===== src/rtl/pctt_pkg.sv =====
// Shared constants, codes and controller/datapath handshake types of the tick tracker.
`default_nettype none

package pctt_pkg;

  localparam int MaxPropsDef  = 64;
  localparam int TickBitsDef  = 32;

  localparam int FuncW        = 2;
  localparam int TickW        = 32;
  localparam int PropW        = 6;
  localparam int NumPropsW    = 7;

  localparam logic [NumPropsW-1:0] NumPropsRst = 7'd64;

  typedef enum logic [FuncW-1:0] {
    FUNC_INIT  = 2'd0,
    FUNC_MARK  = 2'd1,
    FUNC_QUERY = 2'd2
  } func_e;

  // Commands from the controller to the datapath.
  typedef struct packed {
    logic init;
    logic mark_start;
    logic mark_finish;
    logic query_start;
    logic step;
    logic flush;
  } pctt_cmd_t;

  // Status from the datapath back to the controller.
  typedef struct packed {
    logic stream_done;
    logic need_push;
    logic out_free;
  } pctt_status_t;

endpackage

`default_nettype wire


===== src/rtl/pctt_if.sv =====
// Valid/ready channel interfaces for input items, result words and the configuration write.
`default_nettype none

interface pctt_item_if import pctt_pkg::*; ();
  logic             valid;
  logic             ready;
  logic [FuncW-1:0] func;
  logic [TickW-1:0] tick;
  logic [PropW-1:0] prop_index;
  logic             has_prop;
  logic             list_end;

  modport source (output valid, func, tick, prop_index, has_prop, list_end, input ready);
  modport sink   (input valid, func, tick, prop_index, has_prop, list_end, output ready);
endinterface

interface pctt_res_if import pctt_pkg::*; ();
  logic             valid;
  logic             ready;
  logic [PropW-1:0] changed_prop;
  logic             valid_res;
  logic             last;

  modport source (output valid, changed_prop, valid_res, last, input ready);
  modport sink   (input valid, changed_prop, valid_res, last, output ready);
endinterface

interface pctt_cfg_if import pctt_pkg::*; ();
  logic                 valid;
  logic                 ready;
  logic [NumPropsW-1:0] num_props;

  modport source (output valid, num_props, input ready);
  modport sink   (input valid, num_props, output ready);
endinterface

`default_nettype wire


===== src/rtl/pctt_datapath.sv =====
// Datapath: tick table, last-mark list memory, list tracking registers, query walk and result register.
`default_nettype none

module pctt_datapath import pctt_pkg::*; #(
  parameter int MaxProps = MaxPropsDef,
  parameter int TickBits = TickBitsDef
) (
  input  wire logic                 clk_i,
  input  wire logic                 rst_ni,
  input  wire pctt_cmd_t            cmd_i,
  output pctt_status_t              status_o,
  input  wire logic [TickW-1:0]     item_tick_i,
  input  wire logic [PropW-1:0]     item_prop_i,
  input  wire logic                 item_has_prop_i,
  input  wire logic                 item_list_end_i,
  input  wire logic                 cfg_we_i,
  input  wire logic [NumPropsW-1:0] cfg_data_i,
  input  wire logic                 out_ready_i,
  output logic                      out_valid_o,
  output logic [PropW-1:0]          out_prop_o,
  output logic                      out_valid_res_o,
  output logic                      out_last_o
);

  localparam int AW = $clog2(MaxProps);
  localparam int CW = $clog2(MaxProps + 1);
  localparam logic [CW-1:0] MaxCnt = CW'(MaxProps);

  // Configuration and list bookkeeping
  logic [NumPropsW-1:0] num_props_q;
  logic [TickBits-1:0]  init_tick_q;
  logic [TickBits-1:0]  last_change_q;
  logic [TickBits-1:0]  same_since_q;
  logic [CW-1:0]        last_cnt_q;
  logic [CW-1:0]        old_cnt_q;
  logic [CW-1:0]        pos_q;
  logic                 same_q;
  logic [MaxProps-1:0]  entry_vld_q;

  // Latched mark item
  logic [TickBits-1:0]  mk_tick_q;
  logic [PropW-1:0]     mk_idx_q;
  logic                 mk_has_q;
  logic                 mk_end_q;

  // Query walk
  logic [TickBits-1:0]  qtick_q;
  logic                 cached_q;
  logic [CW-1:0]        len_q;
  logic [CW-1:0]        cnt_q;
  logic                 chk_valid_q;
  logic [AW-1:0]        chk_idx_q;
  logic                 pend_valid_q;
  logic [AW-1:0]        pend_idx_q;

  // Memories and their read registers
  logic [TickBits-1:0]  tab_mem [MaxProps];
  logic [AW-1:0]        list_mem [MaxProps];
  logic [TickBits-1:0]  tab_rd_q;
  logic                 tab_vld_rd_q;
  logic [AW-1:0]        list_rd_q;

  // Result register
  logic                 out_valid_q;
  logic [PropW-1:0]     out_prop_q;
  logic                 out_vres_q;
  logic                 out_last_q;

  logic [TickBits-1:0]  tick_in;
  logic [CW-1:0]        n_eff;
  logic [AW-1:0]        mk_addr;
  logic [AW-1:0]        pos_addr;
  logic [AW-1:0]        cnt_addr;
  logic                 mark_ok;
  logic                 list_hit;
  logic [CW-1:0]        pos_nx;
  logic                 same_nx;
  logic signed [TickBits:0] q_plus1;
  logic signed [TickBits:0] ss_ext;
  logic                 cached_in;
  logic                 recent;
  logic [CW-1:0]        len_in;
  logic [TickBits-1:0]  entry_tick;
  logic                 hit;
  logic [AW-1:0]        cand_idx;
  logic                 issue_ok;
  logic                 need_push;
  logic                 out_free;
  logic                 push_chk;
  logic                 tab_we;
  logic                 tab_re;
  logic                 list_re;
  logic [AW-1:0]        list_ra;

  assign tick_in  = item_tick_i[TickBits-1:0];
  assign n_eff    = (num_props_q > NumPropsW'(MaxProps)) ? MaxCnt : num_props_q[CW-1:0];
  assign mk_addr  = mk_idx_q[AW-1:0];
  assign pos_addr = pos_q[AW-1:0];
  assign cnt_addr = cnt_q[AW-1:0];

  // An element counts only when it is in range and the list still has room.
  assign mark_ok  = mk_has_q && (NumPropsW'(mk_idx_q) < NumPropsW'(n_eff)) && (pos_q < MaxCnt);
  assign list_hit = (pos_q < old_cnt_q) && (list_rd_q == mk_addr);
  assign pos_nx   = pos_q + CW'(mark_ok);
  assign same_nx  = same_q && !(mark_ok && !list_hit) && !(mk_end_q && (pos_nx != old_cnt_q));

  // The cached path is taken when tick + 1 >= same-since tick, worked out one bit wider.
  assign q_plus1   = $signed({tick_in[TickBits-1], tick_in}) + (TickBits + 1)'(1);
  assign ss_ext    = $signed({same_since_q[TickBits-1], same_since_q});
  assign cached_in = (q_plus1 >= ss_ext);
  assign recent    = ($signed(tick_in) < $signed(last_change_q));
  assign len_in    = cached_in ? (recent ? last_cnt_q : '0) : n_eff;

  // Entries not written since init read as the init tick.
  assign entry_tick = tab_vld_rd_q ? tab_rd_q : init_tick_q;
  assign hit        = cached_q || ($signed(entry_tick) > $signed(qtick_q));
  assign cand_idx   = cached_q ? list_rd_q : chk_idx_q;
  assign issue_ok   = (cnt_q < len_q);
  assign need_push  = chk_valid_q && hit && pend_valid_q;
  assign out_free   = !out_valid_q || out_ready_i;
  assign push_chk   = cmd_i.step && need_push;

  assign tab_we  = cmd_i.mark_finish && mark_ok;
  assign tab_re  = cmd_i.step && issue_ok;
  assign list_re = (cmd_i.mark_start && (pos_q < MaxCnt)) || tab_re;
  assign list_ra = cmd_i.mark_start ? pos_addr : cnt_addr;

  assign status_o.stream_done = !issue_ok && !chk_valid_q;
  assign status_o.need_push   = need_push;
  assign status_o.out_free    = out_free;

  assign out_valid_o     = out_valid_q;
  assign out_prop_o      = out_prop_q;
  assign out_valid_res_o = out_vres_q;
  assign out_last_o      = out_last_q;

  always_ff @(posedge clk_i) begin
    if (tab_we) begin
      tab_mem[mk_addr] <= mk_tick_q;
      list_mem[pos_addr] <= mk_addr;
    end
    if (tab_re) begin
      tab_rd_q     <= tab_mem[cnt_addr];
      tab_vld_rd_q <= entry_vld_q[cnt_addr];
    end
    if (list_re) begin
      list_rd_q <= list_mem[list_ra];
    end
    if (cmd_i.mark_start) begin
      mk_tick_q <= tick_in;
      mk_idx_q  <= item_prop_i;
      mk_has_q  <= item_has_prop_i;
      mk_end_q  <= item_list_end_i;
    end
  end

  always_ff @(posedge clk_i or negedge rst_ni) begin
    if (!rst_ni) begin
      num_props_q   <= NumPropsRst;
      init_tick_q   <= '0;
      last_change_q <= '0;
      same_since_q  <= '0;
      last_cnt_q    <= '0;
      old_cnt_q     <= '0;
      pos_q         <= '0;
      same_q        <= 1'b1;
      entry_vld_q   <= '0;
      qtick_q       <= '0;
      cached_q      <= 1'b0;
      len_q         <= '0;
      cnt_q         <= '0;
      chk_valid_q   <= 1'b0;
      chk_idx_q     <= '0;
      pend_valid_q  <= 1'b0;
      pend_idx_q    <= '0;
      out_valid_q   <= 1'b0;
      out_prop_q    <= '0;
      out_vres_q    <= 1'b0;
      out_last_q    <= 1'b0;
    end else begin
      if (cfg_we_i) begin
        num_props_q <= cfg_data_i;
      end

      if (cmd_i.init) begin
        init_tick_q   <= tick_in;
        entry_vld_q   <= '0;
        last_change_q <= '0;
        same_since_q  <= '0;
        last_cnt_q    <= '0;
        old_cnt_q     <= '0;
        pos_q         <= '0;
        same_q        <= 1'b1;
      end

      // The first item of a list takes a snapshot of the previous list length.
      if (cmd_i.mark_start && (pos_q == '0)) begin
        old_cnt_q <= last_cnt_q;
        same_q    <= 1'b1;
      end

      if (cmd_i.mark_finish) begin
        if (mark_ok) begin
          entry_vld_q[mk_addr] <= 1'b1;
        end
        if (mk_end_q) begin
          if (!same_nx) begin
            same_since_q <= mk_tick_q;
          end
          last_change_q <= mk_tick_q;
          last_cnt_q    <= pos_nx;
          pos_q         <= '0;
          same_q        <= 1'b1;
        end else begin
          pos_q  <= pos_nx;
          same_q <= same_nx;
        end
      end

      if (cmd_i.query_start) begin
        qtick_q      <= tick_in;
        cached_q     <= cached_in;
        len_q        <= len_in;
        cnt_q        <= '0;
        chk_valid_q  <= 1'b0;
        pend_valid_q <= 1'b0;
      end

      // One entry is read per step while the previous one is checked.
      if (cmd_i.step) begin
        if (issue_ok) begin
          cnt_q       <= cnt_q + CW'(1);
          chk_valid_q <= 1'b1;
          chk_idx_q   <= cnt_addr;
        end else begin
          chk_valid_q <= 1'b0;
        end
        if (chk_valid_q && hit) begin
          pend_valid_q <= 1'b1;
          pend_idx_q   <= cand_idx;
        end
      end

      // A hit is held back one place so that the final word can carry last.
      if (push_chk) begin
        out_valid_q <= 1'b1;
        out_prop_q  <= PropW'(pend_idx_q);
        out_vres_q  <= 1'b1;
        out_last_q  <= 1'b0;
      end else if (cmd_i.flush) begin
        out_valid_q <= 1'b1;
        out_prop_q  <= pend_valid_q ? PropW'(pend_idx_q) : '0;
        out_vres_q  <= pend_valid_q;
        out_last_q  <= 1'b1;
      end else if (out_ready_i) begin
        out_valid_q <= 1'b0;
      end
    end
  end

endmodule

`default_nettype wire


===== src/rtl/pctt_ctrl.sv =====
// Controller state machine that decodes input items and sequences marks and query walks.
`default_nettype none

module pctt_ctrl import pctt_pkg::*; (
  input  wire logic             clk_i,
  input  wire logic             rst_ni,
  input  wire logic             in_valid_i,
  input  wire logic [FuncW-1:0] func_i,
  input  wire logic             has_prop_i,
  input  wire logic             list_end_i,
  output logic                  in_ready_o,
  output pctt_cmd_t             cmd_o,
  input  wire pctt_status_t     status_i
);

  typedef enum logic [1:0] {
    ST_IDLE,
    ST_MARK,
    ST_QUERY,
    ST_FLUSH
  } state_e;

  state_e state_q;
  state_e state_d;

  assign in_ready_o = (state_q == ST_IDLE);

  always_comb begin
    state_d = state_q;
    cmd_o   = '0;
    unique case (state_q)
      ST_IDLE: begin
        if (in_valid_i) begin
          case (func_e'(func_i))
            FUNC_INIT: begin
              cmd_o.init = 1'b1;
            end
            FUNC_MARK: begin
              // An item with neither an index nor an end flag does nothing.
              if (has_prop_i || list_end_i) begin
                cmd_o.mark_start = 1'b1;
                state_d          = ST_MARK;
              end
            end
            FUNC_QUERY: begin
              cmd_o.query_start = 1'b1;
              state_d           = ST_QUERY;
            end
            default: ;
          endcase
        end
      end
      ST_MARK: begin
        cmd_o.mark_finish = 1'b1;
        state_d           = ST_IDLE;
      end
      ST_QUERY: begin
        if (status_i.stream_done) begin
          state_d = ST_FLUSH;
        end else begin
          cmd_o.step = !status_i.need_push || status_i.out_free;
        end
      end
      ST_FLUSH: begin
        if (status_i.out_free) begin
          cmd_o.flush = 1'b1;
          state_d     = ST_IDLE;
        end
      end
      default: state_d = ST_IDLE;
    endcase
  end

  always_ff @(posedge clk_i or negedge rst_ni) begin
    if (!rst_ni) begin
      state_q <= ST_IDLE;
    end else begin
      state_q <= state_d;
    end
  end

endmodule

`default_nettype wire


===== src/rtl/property_change_tick_tracker_top.sv =====
// A query walks L entries of the table memory, one entry per cycle while the output does not stall,
// where L is the tracked count for a table scan or the stored list length for a replay.
// One item is worked on at a time. Result words leave through a registered output stage.
// Reset (rst_ni, asynchronous, active low) clears all control state and per-entry valid bits,
// so the table reads as zero at once; no clearing pass is needed.
`default_nettype none

module property_change_tick_tracker_top import pctt_pkg::*; #(
  parameter int MaxProps = MaxPropsDef,
  parameter int TickBits = TickBitsDef
) (
  input  wire logic   clk_i,
  input  wire logic   rst_ni,
  pctt_item_if.sink   item_i,
  pctt_cfg_if.sink    cfg_i,
  pctt_res_if.source  res_o
);

  pctt_cmd_t    cmd;
  pctt_status_t status;
  logic         in_ready;

  assign item_i.ready = in_ready;
  assign cfg_i.ready  = 1'b1;

  pctt_ctrl u_ctrl (
    .clk_i      (clk_i),
    .rst_ni     (rst_ni),
    .in_valid_i (item_i.valid),
    .func_i     (item_i.func),
    .has_prop_i (item_i.has_prop),
    .list_end_i (item_i.list_end),
    .in_ready_o (in_ready),
    .cmd_o      (cmd),
    .status_i   (status)
  );

  pctt_datapath #(
    .MaxProps (MaxProps),
    .TickBits (TickBits)
  ) u_datapath (
    .clk_i           (clk_i),
    .rst_ni          (rst_ni),
    .cmd_i           (cmd),
    .status_o        (status),
    .item_tick_i     (item_i.tick),
    .item_prop_i     (item_i.prop_index),
    .item_has_prop_i (item_i.has_prop),
    .item_list_end_i (item_i.list_end),
    .cfg_we_i        (cfg_i.valid),
    .cfg_data_i      (cfg_i.num_props),
    .out_ready_i     (res_o.ready),
    .out_valid_o     (res_o.valid),
    .out_prop_o      (res_o.changed_prop),
    .out_valid_res_o (res_o.valid_res),
    .out_last_o      (res_o.last)
  );

endmodule

`default_nettype wire


===== src/flat_wrapper.sv =====
// flat-port wrapper written by rule: the top's interface ports become plain ports
module property_change_tick_tracker_top_flat import pctt_pkg::*;
#(
  parameter int MaxProps = MaxPropsDef,
  parameter int TickBits = TickBitsDef
)
  (clk_i, rst_ni, item_i_valid, item_i_func, item_i_tick, item_i_prop_index, item_i_has_prop, item_i_list_end, item_i_ready, cfg_i_valid, cfg_i_num_props, cfg_i_ready, res_o_valid, res_o_changed_prop, res_o_valid_res, res_o_last, res_o_ready);
  pctt_item_if item_i_i ();
  pctt_cfg_if cfg_i_i ();
  pctt_res_if res_o_i ();
  input  wire logic clk_i;
  input  wire logic rst_ni;
  input wire logic [$bits(item_i_i.valid)-1:0] item_i_valid;
  input wire logic [$bits(item_i_i.func)-1:0] item_i_func;
  input wire logic [$bits(item_i_i.tick)-1:0] item_i_tick;
  input wire logic [$bits(item_i_i.prop_index)-1:0] item_i_prop_index;
  input wire logic [$bits(item_i_i.has_prop)-1:0] item_i_has_prop;
  input wire logic [$bits(item_i_i.list_end)-1:0] item_i_list_end;
  output wire logic [$bits(item_i_i.ready)-1:0] item_i_ready;
  input wire logic [$bits(cfg_i_i.valid)-1:0] cfg_i_valid;
  input wire logic [$bits(cfg_i_i.num_props)-1:0] cfg_i_num_props;
  output wire logic [$bits(cfg_i_i.ready)-1:0] cfg_i_ready;
  output wire logic [$bits(res_o_i.valid)-1:0] res_o_valid;
  output wire logic [$bits(res_o_i.changed_prop)-1:0] res_o_changed_prop;
  output wire logic [$bits(res_o_i.valid_res)-1:0] res_o_valid_res;
  output wire logic [$bits(res_o_i.last)-1:0] res_o_last;
  input wire logic [$bits(res_o_i.ready)-1:0] res_o_ready;
  assign item_i_i.valid = item_i_valid;
  assign item_i_i.func = item_i_func;
  assign item_i_i.tick = item_i_tick;
  assign item_i_i.prop_index = item_i_prop_index;
  assign item_i_i.has_prop = item_i_has_prop;
  assign item_i_i.list_end = item_i_list_end;
  assign item_i_ready = item_i_i.ready;
  assign cfg_i_i.valid = cfg_i_valid;
  assign cfg_i_i.num_props = cfg_i_num_props;
  assign cfg_i_ready = cfg_i_i.ready;
  assign res_o_valid = res_o_i.valid;
  assign res_o_changed_prop = res_o_i.changed_prop;
  assign res_o_valid_res = res_o_i.valid_res;
  assign res_o_last = res_o_i.last;
  assign res_o_i.ready = res_o_ready;
  property_change_tick_tracker_top #(.MaxProps(MaxProps), .TickBits(TickBits)) u_core (.clk_i(clk_i), .rst_ni(rst_ni), .item_i(item_i_i), .cfg_i(cfg_i_i), .res_o(res_o_i));
endmodule

===== config.mk =====
export PLATFORM = sky130hd
export DESIGN_NAME = property_change_tick_tracker_top_flat
export DESIGN_NICKNAME = d
export VERILOG_FILES = /design/src/rtl/pctt_pkg.sv /design/src/rtl/pctt_if.sv /design/src/rtl/pctt_datapath.sv /design/src/rtl/pctt_ctrl.sv /design/src/rtl/property_change_tick_tracker_top.sv /design/src/flat_wrapper.sv
export SDC_FILE = /design/constraint.sdc
export NUM_CORES = 2
export LEC_CHECK = 0
export BUFFER_PORTS_ARGS = -buffer_cell sky130_fd_sc_hd__buf_2
export CAP_MARGIN = 20
export CELL_PAD_IN_SITES_DETAIL_PLACEMENT = 2
export CELL_PAD_IN_SITES_GLOBAL_PLACEMENT = 2
export CORE_MARGIN = 5
export CORE_UTILIZATION = 50
export DETAILED_ROUTE_END_ITERATION = 6
export GPL_TIMING_DRIVEN = 0
export PLACE_DENSITY = 0.87
export SYNTH_ARGS = -nofsm -noshare
export SYNTH_HDL_FRONTEND = slang
export SYNTH_SLANG_ARGS = --single-unit

===== constraint.sdc =====
create_clock -name clk_i -period 5.4 [get_ports clk_i]
set_clock_uncertainty 0.15 [all_clocks]
set_input_delay 0.27 -clock clk_i [delete_from_list [all_inputs] [get_ports clk_i]]
set_output_delay 0.27 -clock clk_i [all_outputs]
set_load 0.02 [all_outputs]

==> results_dict.tcl, run 1 <==
set metrics [dict create \
    antenna_found_initial 222 \
    synth_simple_gate_area_share_pct 5.17 \
    flow.stopped_at "global routing" \
    syn_avg_cell_area_um2 18.9 \
    synth.ff_latch_count 2772 \
    yosys-top-cells-area "edfxtp_1 (69%), mux4_2 (14%), dfrtp_1 (5.9%), nand2_1 (2.4%), ha_1 (1.3%)" \
    synth_edf_count 2511 \
    grt_max_degree 94 \
    cts_buffers 305 \
    synth_area_leader_cell "edfxtp_1" \
    crit_endpoint "u_core.u_datapath.same_since_q[23]$_DFF_PN0_/D" \
    synthesis.nets 5992 \
    fp-row-count 172 \
    place_area_um2 119000 \
    firstError "[ERROR GRT-0232] Routing congestion too high. Check the congestion heatmap in the GUI." \
    cts.path.max_buffers 4 \
    netlist_area_um2 110000 \
    status "aborted with a tool error" \
    yosys.area.top_type_share_pct 68.5 \
    die_height_um 479 \
    ios 65 \
    clock_sinks 2772 \
    ys_async_sr_fraction_pct 9.42 \
    ctsHtreeMaxLevel 5 \
    gp_congestion 0.908 \
    die_w_um 479 \
    synth_top_family_by_area "multiplexers" \
    grt-ovfl-total 26 \
    ys.warnings.count 0 \
    start_util_pct 50.2 \
    synthDistinctLibCells 67 \
    ys_seq_area_share_pct 74.5 \
    io_buffers 62 \
    dp_hpwl_um 338000 \
    synth-compound-area-share_pct 1.83 \
    synth-xor-area-share_pct 0.382 \
    synthMuxAreaShare_pct 15.1 \
    synth_adder_area_share_pct 1.33 \
    worst_path_end_type "sequential cell input" \
    track_usage_pct 75.4 \
    root_buffer "clkbuf_16" \
    synth_ff_type "edfxtp_1" \
    syn_inst 5821 \
]
through the flow:
| step | instances | setup slack (ps) | setup TNS, ps |
|---|---|---|---|
| detailed placement | 8948 | -598 | -327770 |
| CTS | 9611 | 6.88 | 0 |
| global placement | 8754 | -3490 | -7144380 |
| floorplan | 5821 | 492 | 0 |
routing by layer:
layer  GRT overflow  global-route usage [%]
met2              6                    87.3
met5              0                    43.9
met3              8                    67.1
met1              0                    74.2
met4             12                    73.3
logic make-up after synthesis:
kind of cell,count (synthesis)
AOI/OAI and AO/OA,333
xor gates and xnor gates,48
adders and majority gates,117
buffers and inverters,466
DFF,2772
muxes,787
other,1
and+or+nand+nor,1297
synth_stat cells (3+ instances only):
cell,n
buf_4,5
o21a_1,5
mux2i_1,37
or4_1,10
xnor2_1,36
and4_1,3
o21ai_0,174
o22ai_1,24
and3_1,12
clkbuf_1,196
mux2_2,56
nand3b_1,9
nor3_1,9
buf_6,4
nand3_1,269
nand2b_1,12
nand2_1,699
o221ai_1,10
or3_1,4
nor2b_1,15
inv_1,156
nand4_1,72
or3b_2,6
o211ai_1,8
nor4_1,9
xor2_1,12
buf_2,51
mux4_2,693
a211oi_1,4
ha_1,117
buf_1,52
a22o_1,9
a21oi_1,38
o31ai_1,14
edfxtp_1,2511
a21o_1,21
and2_1,4
nor2_1,159
o2111ai_1,3
dfrtp_1,259
timing repair:
item                                    in CTS
hold buffers                                73
endpoints found under the hold margin      376
pin swaps                                   38
endpoints found under the setup margin    1914
setup buffers                               66
gates resized for setup                     22
==> inputs of run 2 (changes only) <==
--- a/config.mk
+++ b/config.mk
@@ -7,13 +7,11 @@
 export LEC_CHECK = 0
 export BUFFER_PORTS_ARGS = -buffer_cell sky130_fd_sc_hd__buf_2
 export CAP_MARGIN = 20
-export CELL_PAD_IN_SITES_DETAIL_PLACEMENT = 2
-export CELL_PAD_IN_SITES_GLOBAL_PLACEMENT = 2
 export CORE_MARGIN = 5
-export CORE_UTILIZATION = 50
+export CORE_UTILIZATION = 40
 export DETAILED_ROUTE_END_ITERATION = 6
 export GPL_TIMING_DRIVEN = 0
-export PLACE_DENSITY = 0.87
+export PLACE_DENSITY_LB_ADDON = 0.15
 export SYNTH_ARGS = -nofsm -noshare
 export SYNTH_HDL_FRONTEND = slang
 export SYNTH_SLANG_ARGS = --single-unit
==> results_dict.tcl, run 2 <==
set metrics [dict create \
    post-synth-top-count-cell "edfxtp_1" \
    status "finished, final reports clean" \
    core-area_um2 274000 \
    cts_tree "yes" \
    combPwrFrac_pct 30.9 \
    grt_pass1_wl_um 452000 \
    critPathMaxFanout 10 \
    ant_nets 0 \
    synth.ff_latch_count 2772 \
    crit_path_start_kind "register" \
    area_growth_syn_to_layout_pct 19.7 \
    switching_share_pct 32.3 \
    drtIter0Drc 6384 \
    final_common_cell "edfxtp_1" \
    cp.arrival_ps 5740 \
    clock_sinks 2772 \
    ir_drop_v 0.000300 \
    maxCapViolCount 0 \
    gp_congestion 0.900 \
    p_sw_mw 20.9 \
    hold_violations 0 \
    reg_top3 "u_core.u_datapath.tab_mem: 2048 flops, u_core.u_datapath.list_mem: 384 flops, u_core.u_datapath.entry_vld_q: 64 flops" \
    synthesis.nets 5992 \
    period_minus_slack_ps 5170 \
    rsz0062_at_grt "no" \
    stdcell_count 10400 \
    clk_latency_ps 900 \
    ios 65 \
    fin_nets 6733 \
    die_area_um2 286000 \
    p_leak_nw 43.6 \
    vias 59300 \
    pwr-share-seq_pct 38.5 \
    slew_violations 0 \
    dp_cells 9669 \
    antenna_found_initial 44 \
    routed_wl_um 321000 \
    critPathRequiredTime_ps 5970 \
    setup_ws_ps 234 \
    detail_route.wl_per_cell_um 30.8 \
    final_cell_mix "edfxtp_1 (2511), nand2_1 (699), mux4_2 (693)" \
    vias_per_cell 5.69 \
    die_height_um 534 \
    yosys.area.top_type_share_pct 68.5 \
    ys.warnings.count 0 \
    largest_register_ffs 2048 \
    cts_buffers 304 \
    regMostFlops "u_core.u_datapath.tab_mem" \
    setup_viol 0 \
    relSlewSlack_pct 21.1 \
    synthDistinctLibCells 67 \
    drive_gt1_share_pct 24.7 \
    ys_seq_area_share_pct 74.5 \
    power.density_nw_per_um2 492 \
    synth_area_leader_cell "edfxtp_1" \
    path_class "reg2reg" \
    syn_inst 5821 \
    fp-row-count 192 \
    track_usage_pct 22.1 \
    grt_pass1_vias 59800 \
    cts.path.max_buffers 4 \
    ys_async_sr_fraction_pct 9.42 \
    dp_hpwl_um 225000 \
    finalCritPeriodShare_pct 95.7 \
    p_total_mw 64.8 \
    path_clk_slew_ps 60 \
    fmax_mhz 194 \
    drtPass1Iterations 6 \
    netlist_area_um2 110000 \
    dp_slack_ps -411 \
    p_clk_share_pct 30.6 \
    io_buffers 62 \
    grt_max_degree 113 \
    yosys-top-cells-area "edfxtp_1 (69%), mux4_2 (14%), dfrtp_1 (5.9%), nand2_1 (2.4%), ha_1 (1.3%)" \
    endpoint_kind "register" \
    synth_edf_count 2511 \
    ctsHtreeMaxLevel 5 \
    root_buffer "clkbuf_16" \
    synth_ff_type "edfxtp_1" \
    syn_avg_cell_area_um2 18.9 \
    hold_path_class "in2reg" \
    drcViolationCount 0 \
    worstMarginPinSlew_ps 1180 \
    p_int_mw 43.8 \
    synth_common_cells "edfxtp_1 (2511), nand2_1 (699), mux4_2 (693)" \
    die_w_um 534 \
    grt-ovfl-total 0 \
    start_util_pct 40.2 \
]
-- run 2: final cells by class --
cell class | instances | area (um^2)
diodes | 34 | 85.1
plain buffers | 308 | 1300
clock buffers | 378 | 8190
clock inverters | 162 | 1200
fillers | 22700 | 142000
inverters | 158 | 593
multi-input cells | 2586 | 26700
flip-flops and latches | 2772 | 81900
well taps | 3589 | 4490
repair buffers | 432 | 7190
-- run 2: power groups by stage --
stage	registers [mW]	clock network [mW]	logic, mW
final	24.9	19.8	20.0
after global routing	25.0	21.1	21.2
after CTS	24.9	20.3	19.9
after detailed placement	25.3	0	19.8
after global placement	25.6	0	19.0
after floorplan	25.3	0	11.5
-- run 2: path summary, 6_finish.rpt --
kind | start | to | slack (ps) | depth (start not counted)
max reg2reg | u_core.u_datapath.mk_addr[0] | u_core.u_datapath.same_since_q[13] | 230 | 16
min reg2reg | u_core.u_datapath.pend_idx_q[4] | u_core.u_datapath.out_prop_o[4] | 290 | 1
max in group asynchronous | rst_ni | u_core.u_datapath.entry_vld_q[37] | 3620 | 5
min in group asynchronous | rst_ni | u_core.u_datapath.init_tick_q[10] | 410 | 4
max | u_core.u_datapath.mk_addr[0] | u_core.u_datapath.same_since_q[13] | 230 | 16
min | item_i_tick[19] | u_core.u_datapath.mk_tick_q[19] | 110 | 2
-- run 2: cells by family (layout without fill, tap and decap cells) --
family / Yosys count / in the layout / synth area share (%)
buf+inv: 466 / 1438 / 1.69
mux: 787 / 787 / 15.1
simple gates: 1297 / 1300 / 5.17
flops: 2772 / 2772 / 74.5
fa+ha+maj: 117 / 117 / 1.33
other cells: 1 / 35 / 0.00341
compound gates: 333 / 333 / 1.83
xor+xnor: 48 / 48 / 0.382
-- run 2: layer usage --
| metal | vias up | share of wire, % | track usage [%] | wire length (um) |
|---|---|---|---|---|
| li1 | 24800 | - | - | - |
| met1 | 31800 | 42 | 31.3 | 136000 |
| met2 | 2159 | 47 | 34.8 | 150000 |
| met3 | 543 | 6.4 | 3.15 | 20500 |
| met4 | 6 | 4.6 | 9.31 | 14800 |
| met5 | - | 0.012 | 0 | 40 |
-- run 2: timing repair --
item,in CTS,in global routing
gates cloned,2,1
endpoints found under the hold margin,268,0
setup buffers,18,54
pin swaps,10,22
hold buffers,79,0
gates resized for setup,10,1
endpoints found under the setup margin,638,627
-- run 2: worst max-delay path: stages (launching register included) --
cell	delay [ps]
edfxtp_1	460
clkbuf_1	440
or3b_2	590
a21o_1	180
a21oi_1	130
o21ai_0	240
a21oi_1	360
ha_1	250
ha_1	280
nand3_1	120
xor2_1	450
xnor2_1	180
nand4_1	110
nor4_1	250
a31oi_2	290
buf_2	340
mux2i_1	160
-- run 2: stage by stage --
step | TNS, ps | area (um^2) | util (%) | hold WS (ps)
detailed placement | -43720 | 120000 | 43.9 | 112
global route | 0 | 132000 | 48.1 | 76.6
CTS | 0 | 131000 | 47.7 | 25.0
floorplan | 0 | 110000 | - | -176
global placement | -8942290 | 115000 | 42.0 | 300
finish | 0 | 132000 | 48.1 | 115
Power figures use the tool's default switching activity.
